**config.mk**
```make
export PLATFORM = sky130hd
export DESIGN_NAME = nle_ctrl
export DESIGN_NICKNAME = d
export VERILOG_FILES = /design/src/rtl/nle_pkg.sv /design/src/rtl/nle_ctrl.sv
export SDC_FILE = /design/constraint.sdc
export NUM_CORES = 1
export LEC_CHECK = 0
export ABC_AREA = 1
export BUFFER_PORTS_ARGS = -buffer_cell sky130_fd_sc_hd__buf_4
export CORE_AREA = 4 4 41 43
export DETAILED_ROUTE_END_ITERATION = 8
export DIE_AREA = 0 0 45 47
export GPL_ROUTABILITY_DRIVEN = 0
export GPL_TIMING_DRIVEN = 0
export PLACE_DENSITY_LB_ADDON = 0.12
export SLEW_MARGIN = 40
export SYNTH_ARGS = -nofsm -noshare
export SYNTH_HDL_FRONTEND = slang
export SYNTH_SLANG_ARGS = --single-unit
export TNS_END_PERCENT = 10
```
**constraint.sdc**
```tcl
create_clock -name clk -period 0.85 [get_ports clk]
set_input_delay 0.1275 -clock clk [delete_from_list [all_inputs] [get_ports clk]]
set_output_delay 0.1275 -clock clk [all_outputs]
set_load 0.1 [all_outputs]
```
**src/rtl/nle_pkg.sv**
```systemverilog
// Shared types and constants of the NIT logical channel number extractor.
package nle_pkg;
  localparam int TableDepthDefault = 256;
  localparam logic [7:0] TagResetValue = 8'h83;
  localparam logic [7:0] TableIdActual = 8'h40;
  localparam logic [7:0] TableIdOther = 8'h41;
  localparam logic [13:0] UndefLcn = 14'd10000;
  localparam logic [9:0] MaxLcn = 10'd1000;
  localparam logic [12:0] PosMax = 13'd8191;

  typedef enum logic [3:0] {
    PH_IDLE, PH_HEADER, PH_NETSKIP, PH_TSLL_HI, PH_TSLL_LO,
    PH_TSHDR, PH_DTAG, PH_DLEN, PH_DBODY
  } phase_t;

  typedef enum logic [2:0] {
    ST_READY, ST_SEARCH, ST_INSERT, ST_RESULT
  } ctl_state_t;

  // Commands from the controller to the datapath.
  typedef struct packed {
    logic parse_byte;   // apply the held byte to the parser
    logic search_start; // clear the search index
    logic search_step;  // compare one table entry
    logic insert;       // append the held record
    logic result_load;  // load the output register
  } ctl_cmd_t;

  // Status from the datapath to the controller.
  typedef struct packed {
    logic need_record;  // the parsed byte completes a record
    logic search_done;  // search finished (hit or end of table)
    logic hit;
  } ctl_sts_t;
endpackage

```
**src/rtl/nle_ctrl.sv**
```systemverilog
// Controller state machine: sequences parsing, table search and insert.
module nle_ctrl (
  input  logic               clk,
  input  logic               rst,
  input  logic               in_fire,
  input  logic               in_func,
  input  logic               out_busy,
  input  logic               out_take,
  input  nle_pkg::ctl_sts_t  sts,
  output logic               accept_ok,
  output nle_pkg::ctl_cmd_t  cmd
);
  nle_pkg::ctl_state_t state, state_next;
  logic is_lookup, is_lookup_next;

  // State register.
  always_ff @(posedge clk) begin
    if (rst) begin
      state <= nle_pkg::ST_READY;
      is_lookup <= 1'b0;
    end else begin
      state <= state_next;
      is_lookup <= is_lookup_next;
    end
  end

  // Next state.
  always_comb begin
    state_next = state;
    is_lookup_next = is_lookup;
    case (state)
      nle_pkg::ST_READY: begin
        if (in_fire) begin
          is_lookup_next = in_func;
          state_next = nle_pkg::ST_SEARCH;
          if (!in_func) state_next = nle_pkg::ST_INSERT;
        end
      end
      nle_pkg::ST_INSERT: begin
        // The byte is parsed here; a finished record goes on to the search.
        if (sts.need_record) state_next = nle_pkg::ST_SEARCH;
        else state_next = nle_pkg::ST_READY;
      end
      nle_pkg::ST_SEARCH: begin
        if (sts.search_done) begin
          if (is_lookup) state_next = nle_pkg::ST_RESULT;
          else state_next = nle_pkg::ST_READY;
        end
      end
      nle_pkg::ST_RESULT: begin
        if (!out_busy || out_take) state_next = nle_pkg::ST_READY;
      end
      default: state_next = nle_pkg::ST_READY;
    endcase
  end

  // Outputs.
  always_comb begin
    cmd = '0;
    accept_ok = 1'b0;
    case (state)
      nle_pkg::ST_READY: begin
        accept_ok = 1'b1;
        cmd.search_start = 1'b1;
      end
      nle_pkg::ST_INSERT: cmd.parse_byte = 1'b1;
      nle_pkg::ST_SEARCH: begin
        cmd.search_step = 1'b1;
        cmd.insert = sts.search_done && !sts.hit && !is_lookup;
      end
      nle_pkg::ST_RESULT: cmd.result_load = !out_busy || out_take;
      default: cmd = '0;
    endcase
  end
endmodule

```
== Word level (Yosys, flattened, before mapping) ==
Index checks and enable logic that the tools add are counted.

* Word-level logic and storage cells: 28
* Flip-flop bits (word level): 4
* Input port bits: 9
* Output and inout bits: 6

* Reductions and logical operators: 9
* Equal/unequal tests: 6
* Muxes and demuxes: 11

{| class="wikitable"
|+ Operator list
! operator !! number
|-
| $pmux W3 S4 || 1
|-
| $mux W3 || 3
|-
| $eq A3 B2 Y1 const B || 2
|-
| $mux W2 || 3
|-
| $ne A2 B2 Y1 const B || 3
|-
| $mux W1 || 4
|-
| $eq A3 B1 Y1 const B || 1
|-
| $logic_not A1 Y1 || 3
|-
| $logic_not A3 Y1 || 1
|-
| $reduce_and A3 Y1 || 1
|-
| $logic_and A1 B1 Y1 || 2
|-
| $reduce_and A2 Y1 || 1
|-
| $logic_or A1 B1 Y1 || 1
|}

== Longest topological paths before layout ==
Gate-level depths: netlist (run 1).

* Depth in word-level cells: 4
* Depth in mapped cells: 6
* Gate-level depth less buffers: 6

== Worst setup path before layout (run 1) ==
Ideal clock, no wire load.

* Kind: flip-flop to output port
* From: reg state[1]
* To: out cmd[1] (netlist name)
* Buffers on the path: 0
* Data required time: 0.722 ns
* Cell stages (with the launch flop): 4
* Arrival time: 3.325 ns
* Slack: -2.602 ns
* Cells stage by stage: dfxtp_1 > inv_1 > nand2_1 > nor4_1

{| class="wikitable"
|+ RTL lines
! item !! RTL line !! text
|-
| start, declared || nle_ctrl.sv:13 || <nowiki>nle_pkg::ctl_state_t state, state_next;</nowiki>
|-
| start signal, assigned || nle_ctrl.sv:19 || <nowiki>state <= nle_pkg::ST_READY;</nowiki>
|-
| start signal, assigned || nle_ctrl.sv:22 || <nowiki>state <= state_next;</nowiki>
|-
| end, declared || nle_ctrl.sv:11 || <nowiki>output nle_pkg::ctl_cmd_t cmd</nowiki>
|}

==> metrics.yaml, run 1 <==
placement:
  numPortBuffers: 14
  hpwl_um: 539
  place_area_sq_um: 388
  pre_cts_slack_ns: -0.343
detailed_routing:
  routedWlPerCell_um: 8.62
  routed_via_density: 3.99
  ant_nets: 0
  drc: 0
  finalWirelength_um: 638
  vias: 295
  drt_first_pass_iters: 4
  drt-initial-drc-count: 1
yosys:
  ys.warnings.count: 0
  ys_ff_latch: 3
  synthDistinctLibCells: 13
  synth_nets: 48
  yosysTopAreaCellShare_pct: 27.1
  synthCells: 39
  ys_seq_area_share_pct: 27.1
  synth.area.top_cells: "dfxtp_1 (27%), nor2_1 (15%), inv_1 (12%), nand2_1 (12%), nand3_1 (11%)"
  synth_top_area_cell: "dfxtp_1"
  syn_area_per_cell_sq_um: 5.68
  syn-cell-area_sq_um: 221
clock_tree:
  tritoncts: "done"
  cts_hold_buf: 0
  htree_num_levels: 1
  cts_buffers: 3
  clockBufferDepth: 2
  cts_sinks: 3
  path_clk_slew_ns: 0.04
  clk_latency_ns: 0.23
  clock-root-buffer: "clkbuf_4"
timing:
  tightest_slew_ns: 0.219
  fin_skew_ns: 0.000498
  tns_ns: -2.27
  report.final.hold_viol_count: 0
  max_slew_margin_pct: 85.3
  min_period_ns: 1.24
  rsz0062_at_grt: "true"
  slew_viol_final: 0
  setup_ws_ns: -0.393
  min_period_over_period_pct: 146
  fmax_ghz: 0.805
  setup_viol: 9
power:
  powerDensity_nw_per_um2: 2530
  vdd_drop_max_mv: 0.850
  p_sw_share_pct: 50.0
  p_leak_nw: 0.246
  p_total_mw: 1.24
  p_clk_share_pct: 20.2
  p_seq_share_pct: 17.3
  combPwrFrac_pct: 62.5
  intPower_mw: 0.618
  p_switching_mw: 0.617
critical_path:
  r2r_setup_slack_ns: -0.14
  worstSetupEndpointType: "output port"
  critPathArrivalTime_ns: 1.12
  endpoint: "cmd[1]"
  worstReg2RegEnd: "state[1]"
  crit_required_ns: 0.72
  crit_start: "is_lookup"
  cp-start-kind: "flop"
  path_class: "reg2out"
  r2r-start: "state[1]"
  ff2ff_path_depth: 6
  critPathMaxFanout: 3
die:
  die_height_um: 47
  die_x_um: 45
  dieArea_sq_um: 2120
  ios: 15
  rows: 13
  fp.coreArea_sq_um: 1300
  start_util_pct: 17.0
cells_and_area:
  area_delta_synth_final_pct: 120
  final_cell_mix: "buf_4 (11), nor2_1 (7), inv_1 (6), nand2_1 (6), nand3_1 (5)"
  mostFrequentLayoutCell: "buf_4"
  antenna_cells: 0
  nNetsFinal: 69
  final_area_sq_um: 488
  fillers: 148
  drive_gt1_share_pct: 52.5
run_status:
  status: "finished, violations left"
  violations: "negative setup slack"
global_routing:
  grt_pass1_wl_um: 1150
  antenna_found_initial: 0
  grtUsageTotal_pct: 7.66
  grt_max_degree: 7
  grt_pass1_vias: 295
  gr-total-overflow: 0
min_path:
  min_path_type: "in2reg"
run:
  max_cap_viol_count: 0
power groups by stage:
stage / registers [mW] / clock network [mW] / logic, mW
floorplan: 0.210 / 0 / 0.519
global placement: 0.219 / 0 / 0.644
detailed placement: 0.218 / 0 / 0.644
CTS: 0.215 / 0.261 / 0.776
global route: 0.219 / 0.294 / 0.813
finish: 0.213 / 0.250 / 0.772
critical path, stage by stage, from the launching register on:
cell and delay [ns]:
dfxtp_2 0.33, nor4_4 0.29, buf_6 0.26
flip-flops by register name, summed over array words and instances (netlist names):
name and flops:
is_lookup 1, state 2
worst min path at each step:
stage                     from         to  slack [ns]  cells past startpoint
final                      rst  is_lookup        0.05                      2
after global routing       rst  is_lookup        0.04                      2
after CTS                  rst  is_lookup        0.04                      2
after detailed placement   rst  is_lookup        0.30                      2
after global placement     rst  is_lookup        0.30                      2
after floorplan            rst  is_lookup        0.20                      1
stage by stage:
stage / hold slack [ns] / cells / util [%]
final: 0.0480 / 74 / 37.5
after global routing: 0.0425 / 74 / 37.5
after CTS: 0.0422 / 74 / 37.5
after detailed placement: 0.299 / 68 / 29.8
after global placement: 0.296 / 68 / 29.8
after floorplan: 0.200 / 39 / -
Yosys cell counts (all sizes together):
cell type  number
a21oi           1
buf             1
clkinv          1
dfxtp           3
inv             7
nand2           8
nand3           6
nor2           10
nor4            1
o21ai           1
per-layer routing:
| metal | part of all wire, % | GRT usage [%] | routed length, um |
|---|---|---|---|
| met1 | 39 | 8.39 | 251 |
| met2 | 50 | 11.6 | 321 |
| met3 | 10 | 4.98 | 65 |
| met4 | 0 | 3.51 | 0 |
| met5 | 0 | 0 | 0 |
repair_timing:
action,CTS,global route
gates resized for setup,15,1
setup buffers,2,0
cloned,0,0
pin swaps,3,0
setup endpoints to repair,9,9
cell type report:
cell class                      count  area [sq um]  share of cell area (%)
Tap cell                           15          18.8                    3.85
Sequential cell                     3          68.8                    14.1
Inverter                            8          32.5                    6.67
Buffer                              1          7.51                    1.54
Multi-Input combinational cell     27           156                    32.1
Clock buffer                        4          26.3                    5.38
Timing Repair Buffer               16           178                    36.4
cells by family (layout without fill, tap and decap cells):
logic type             after synthesis  count (layout)  share of synthesized area [%]
AOI/OAI and AO/OA                    2               2                           4.52
and+or+nand+nor                     25              25                           51.4
buffers and inverters                9              29                           17.0
DFF                                  3               3                           27.1
Power figures use the tool's default switching activity.
==> inputs of run 2 (changes only) <==
--- a/config.mk
+++ b/config.mk
@@ -6,7 +6,7 @@
 export NUM_CORES = 1
 export LEC_CHECK = 0
 export ABC_AREA = 1
-export BUFFER_PORTS_ARGS = -buffer_cell sky130_fd_sc_hd__buf_4
+export BUFFER_PORTS_ARGS = -buffer_cell sky130_fd_sc_hd__clkbuf_2
 export CORE_AREA = 4 4 41 43
 export DETAILED_ROUTE_END_ITERATION = 8
 export DIE_AREA = 0 0 45 47
==> run 2 against run 1 <==
  * The run still ends with negative setup slack left
  * Sequential share of layout area rose by 0.33 points
  * Sequential cell count did not move
  * Sequential power barely moved
  * Final cell count fell by 1.4%
  * Via count fell by 4.1%
  * Register-to-register slack improved by 0.03 ns
  * Routed wire length rose by 2.2%
  * Die area did not move
  * Clock-buffer cell count did not move
  * Clock power fell by 2%
  * Critical path type unchanged
  * Largest power group unchanged
==> metrics.yaml, run 2 (same netlist as run 1, synthesis figures left out) <==
global_routing:
  grt_pass1_wl_um: 1100  # -4.2%
  gr-total-overflow: 0  # unchanged
  antenna_found_initial: 0  # unchanged
  grt_pass1_vias: 273  # -7.5%
  grtUsageTotal_pct: 7.82  # +0.16 points
  grt_max_degree: 8  # +1
cells_and_area:
  mostFrequentLayoutCell: "clkbuf_2"
  drive_gt1_share_pct: 51.7  # -0.82 points
  antenna_cells: 0  # unchanged
  final_cell_mix: "clkbuf_2 (8), nor2_1 (7), inv_1 (6), nand2_1 (6), nand3_1 (5)"
  largest_reg_flops: 2  # unchanged
  area_delta_synth_final_pct: 115
  nNetsFinal: 68  # -1.4%
  top_register: "state"
  reg.largest.list: "state x2, is_lookup x1"
  fillers: 151  # +2.0%
  final_area_sq_um: 477  # -2.3%
placement:
  numPortBuffers: 14  # unchanged
  place_area_sq_um: 353  # -9.0%
  hpwl_um: 492  # -8.7%
  pre_cts_slack_ns: -0.487  # -0.144 ns
critical_path:
  ff2ff_path_depth: 6  # unchanged
  crit_required_ns: 0.72  # about the same
  path_class: "reg2out"
  slowest_delay_ns: 0.36  # +0.03 ns
  cp.depth: 4  # +2
  crit_start: "state[1]"
  critical-path-top-delay-family: "flip-flops"
  cp_cell_sequence: "inv_4 > nand2_4 > nor4_4 > buf_8"
  worstReg2RegEnd: "state[0]"
  crit_path_top_delay_cell: "dfxtp_4"
  cp-start-kind: "flop"
  r2r_setup_slack_ns: -0.11  # +0.03 ns
  r2r-start: "state[1]"
  worstSetupEndpointType: "output port"
  path_buf_inv: 2  # +1
  endpoint: "cmd[1]"
  critPathMaxFanout: 4  # +1
  critPathArrivalTime_ns: 1.12  # about the same
detailed_routing:
  drc: 0  # unchanged
  routed_via_density: 3.88  # -2.8%
  vias: 283  # -4.1%
  drt_first_pass_iters: 4  # unchanged
  routedWlPerCell_um: 8.93  # +3.6%
  ant_nets: 0  # unchanged
  finalWirelength_um: 652  # +2.2%
  drt-initial-drc-count: 8  # +7
timing:
  tns_ns: -2.19  # +0.0764 ns
  min_period_ns: 1.24  # +0.000209 ns
  max_slew_margin_pct: 84.6  # -0.67 points
  report.final.hold_viol_count: 0  # unchanged
  tightest_slew_ns: 0.229  # +0.0100 ns
  rsz0062_at_grt: "true"
  setup_viol: 9  # unchanged
  fmax_ghz: 0.805  # about the same
  min_period_over_period_pct: 146  # about the same
  holdWs_ns: 0.0618  # +0.0138 ns
  setup_ws_ns: -0.393  # -0.000209 ns
  fin_skew_ns: 0.00204  # +0.00154 ns
  slew_viol_final: 0  # unchanged
power:
  p_total_mw: 1.22  # -1.3%
  p_leak_nw: 0.243  # -0.97%
  vdd_drop_max_mv: 0.826  # -2.8%
  powerDensity_nw_per_um2: 2560  # +0.98%
die:
  rows: 13  # unchanged
  die_height_um: 47  # unchanged
  die_x_um: 45  # unchanged
  start_util_pct: 17.0  # unchanged
  ios: 15  # unchanged
  fp.coreArea_sq_um: 1300  # unchanged
  dieArea_sq_um: 2120  # unchanged
clock_tree:
  cts_sinks: 3  # unchanged
  clockBufferDepth: 2  # unchanged
  htree_num_levels: 1  # unchanged
  path_clk_slew_ns: 0.03  # about the same
  clock-root-buffer: "clkbuf_4"
  cts_buffers: 3  # unchanged
  tritoncts: "done"
  clk_latency_ns: 0.23  # about the same
  cts_hold_buf: 0  # unchanged
run:
  max_cap_viol_count: 0  # unchanged
min_path:
  min_path_type: "in2reg"
run_status:
  violations: "negative setup slack"
  status: "finished, violations left"
## run 2: cell count changes in the layout (fill, tap and decap cells not counted), sizes merged
cell	previous run	this run
clkbuf	4	16
buf	17	4
## run 2: worst min-delay path by stage
stage,to,cells after the start,slack (ns),from
floorplan,is_lookup,1,0.20,rst
global placement,is_lookup,2,0.31,rst
detailed placement,is_lookup,2,0.31,rst
CTS,is_lookup,2,0.06,rst
global route,is_lookup,2,0.05,rst
finish,is_lookup,2,0.06,rst
## run 2: repair_timing
action,CTS,global route
buffers inserted,1,0
resized for setup,16,3
endpoints found under the setup margin,9,9
pin swaps,5,1
## run 2: final cells by class
cell class / count / area (sq um) / share of cell area (%)
repair buffers: 15 / 166 / 34.9
clock buffers: 4 / 26.3 / 5.51
well taps: 15 / 18.8 / 3.94
multi-input cells: 27 / 156 / 32.8
plain buffers: 1 / 7.51 / 1.57
inverters: 8 / 32.5 / 6.82
flip-flops and latches: 3 / 68.8 / 14.4
## run 2: power breakdown
group | switching (mW) | internal (mW) | leakage [nW]
Sequential | 0.0453 | 0.170 | 0.0264
Combinational | 0.495 | 0.264 | 0.202
Clock | 0.0690 | 0.176 | 0.0150
Total | 0.609 | 0.609 | 0.243
## run 2: worst register-to-register path, cell delays in order, from the launching register on
cell and delay [ns]:
dfxtp_4 0.37, inv_4 0.05, buf_4 0.13, nand3_1 0.08, nand3_1 0.08, nor2_1 0.09
nor2_1 0.04
## run 2: metrics by stage
stage               cells  utilization, %
floorplan              39               -
global placement       68            27.1
detailed placement     68            27.1
CTS                    73            36.4
global route           73            36.6
finish                 73            36.6
## run 2: routing by layer
metal | share of wire, % | wire length [um] | vias up | global-route usage, %
met5 | 0 | 0 | - | 0
met4 | 0 | 0 | 0 | 5.26
met3 | 8.4 | 55 | 0 | 5.75
met2 | 50 | 323 | 9 | 11.3
met1 | 42 | 273 | 118 | 7.95
li1 | - | - | 156 | -
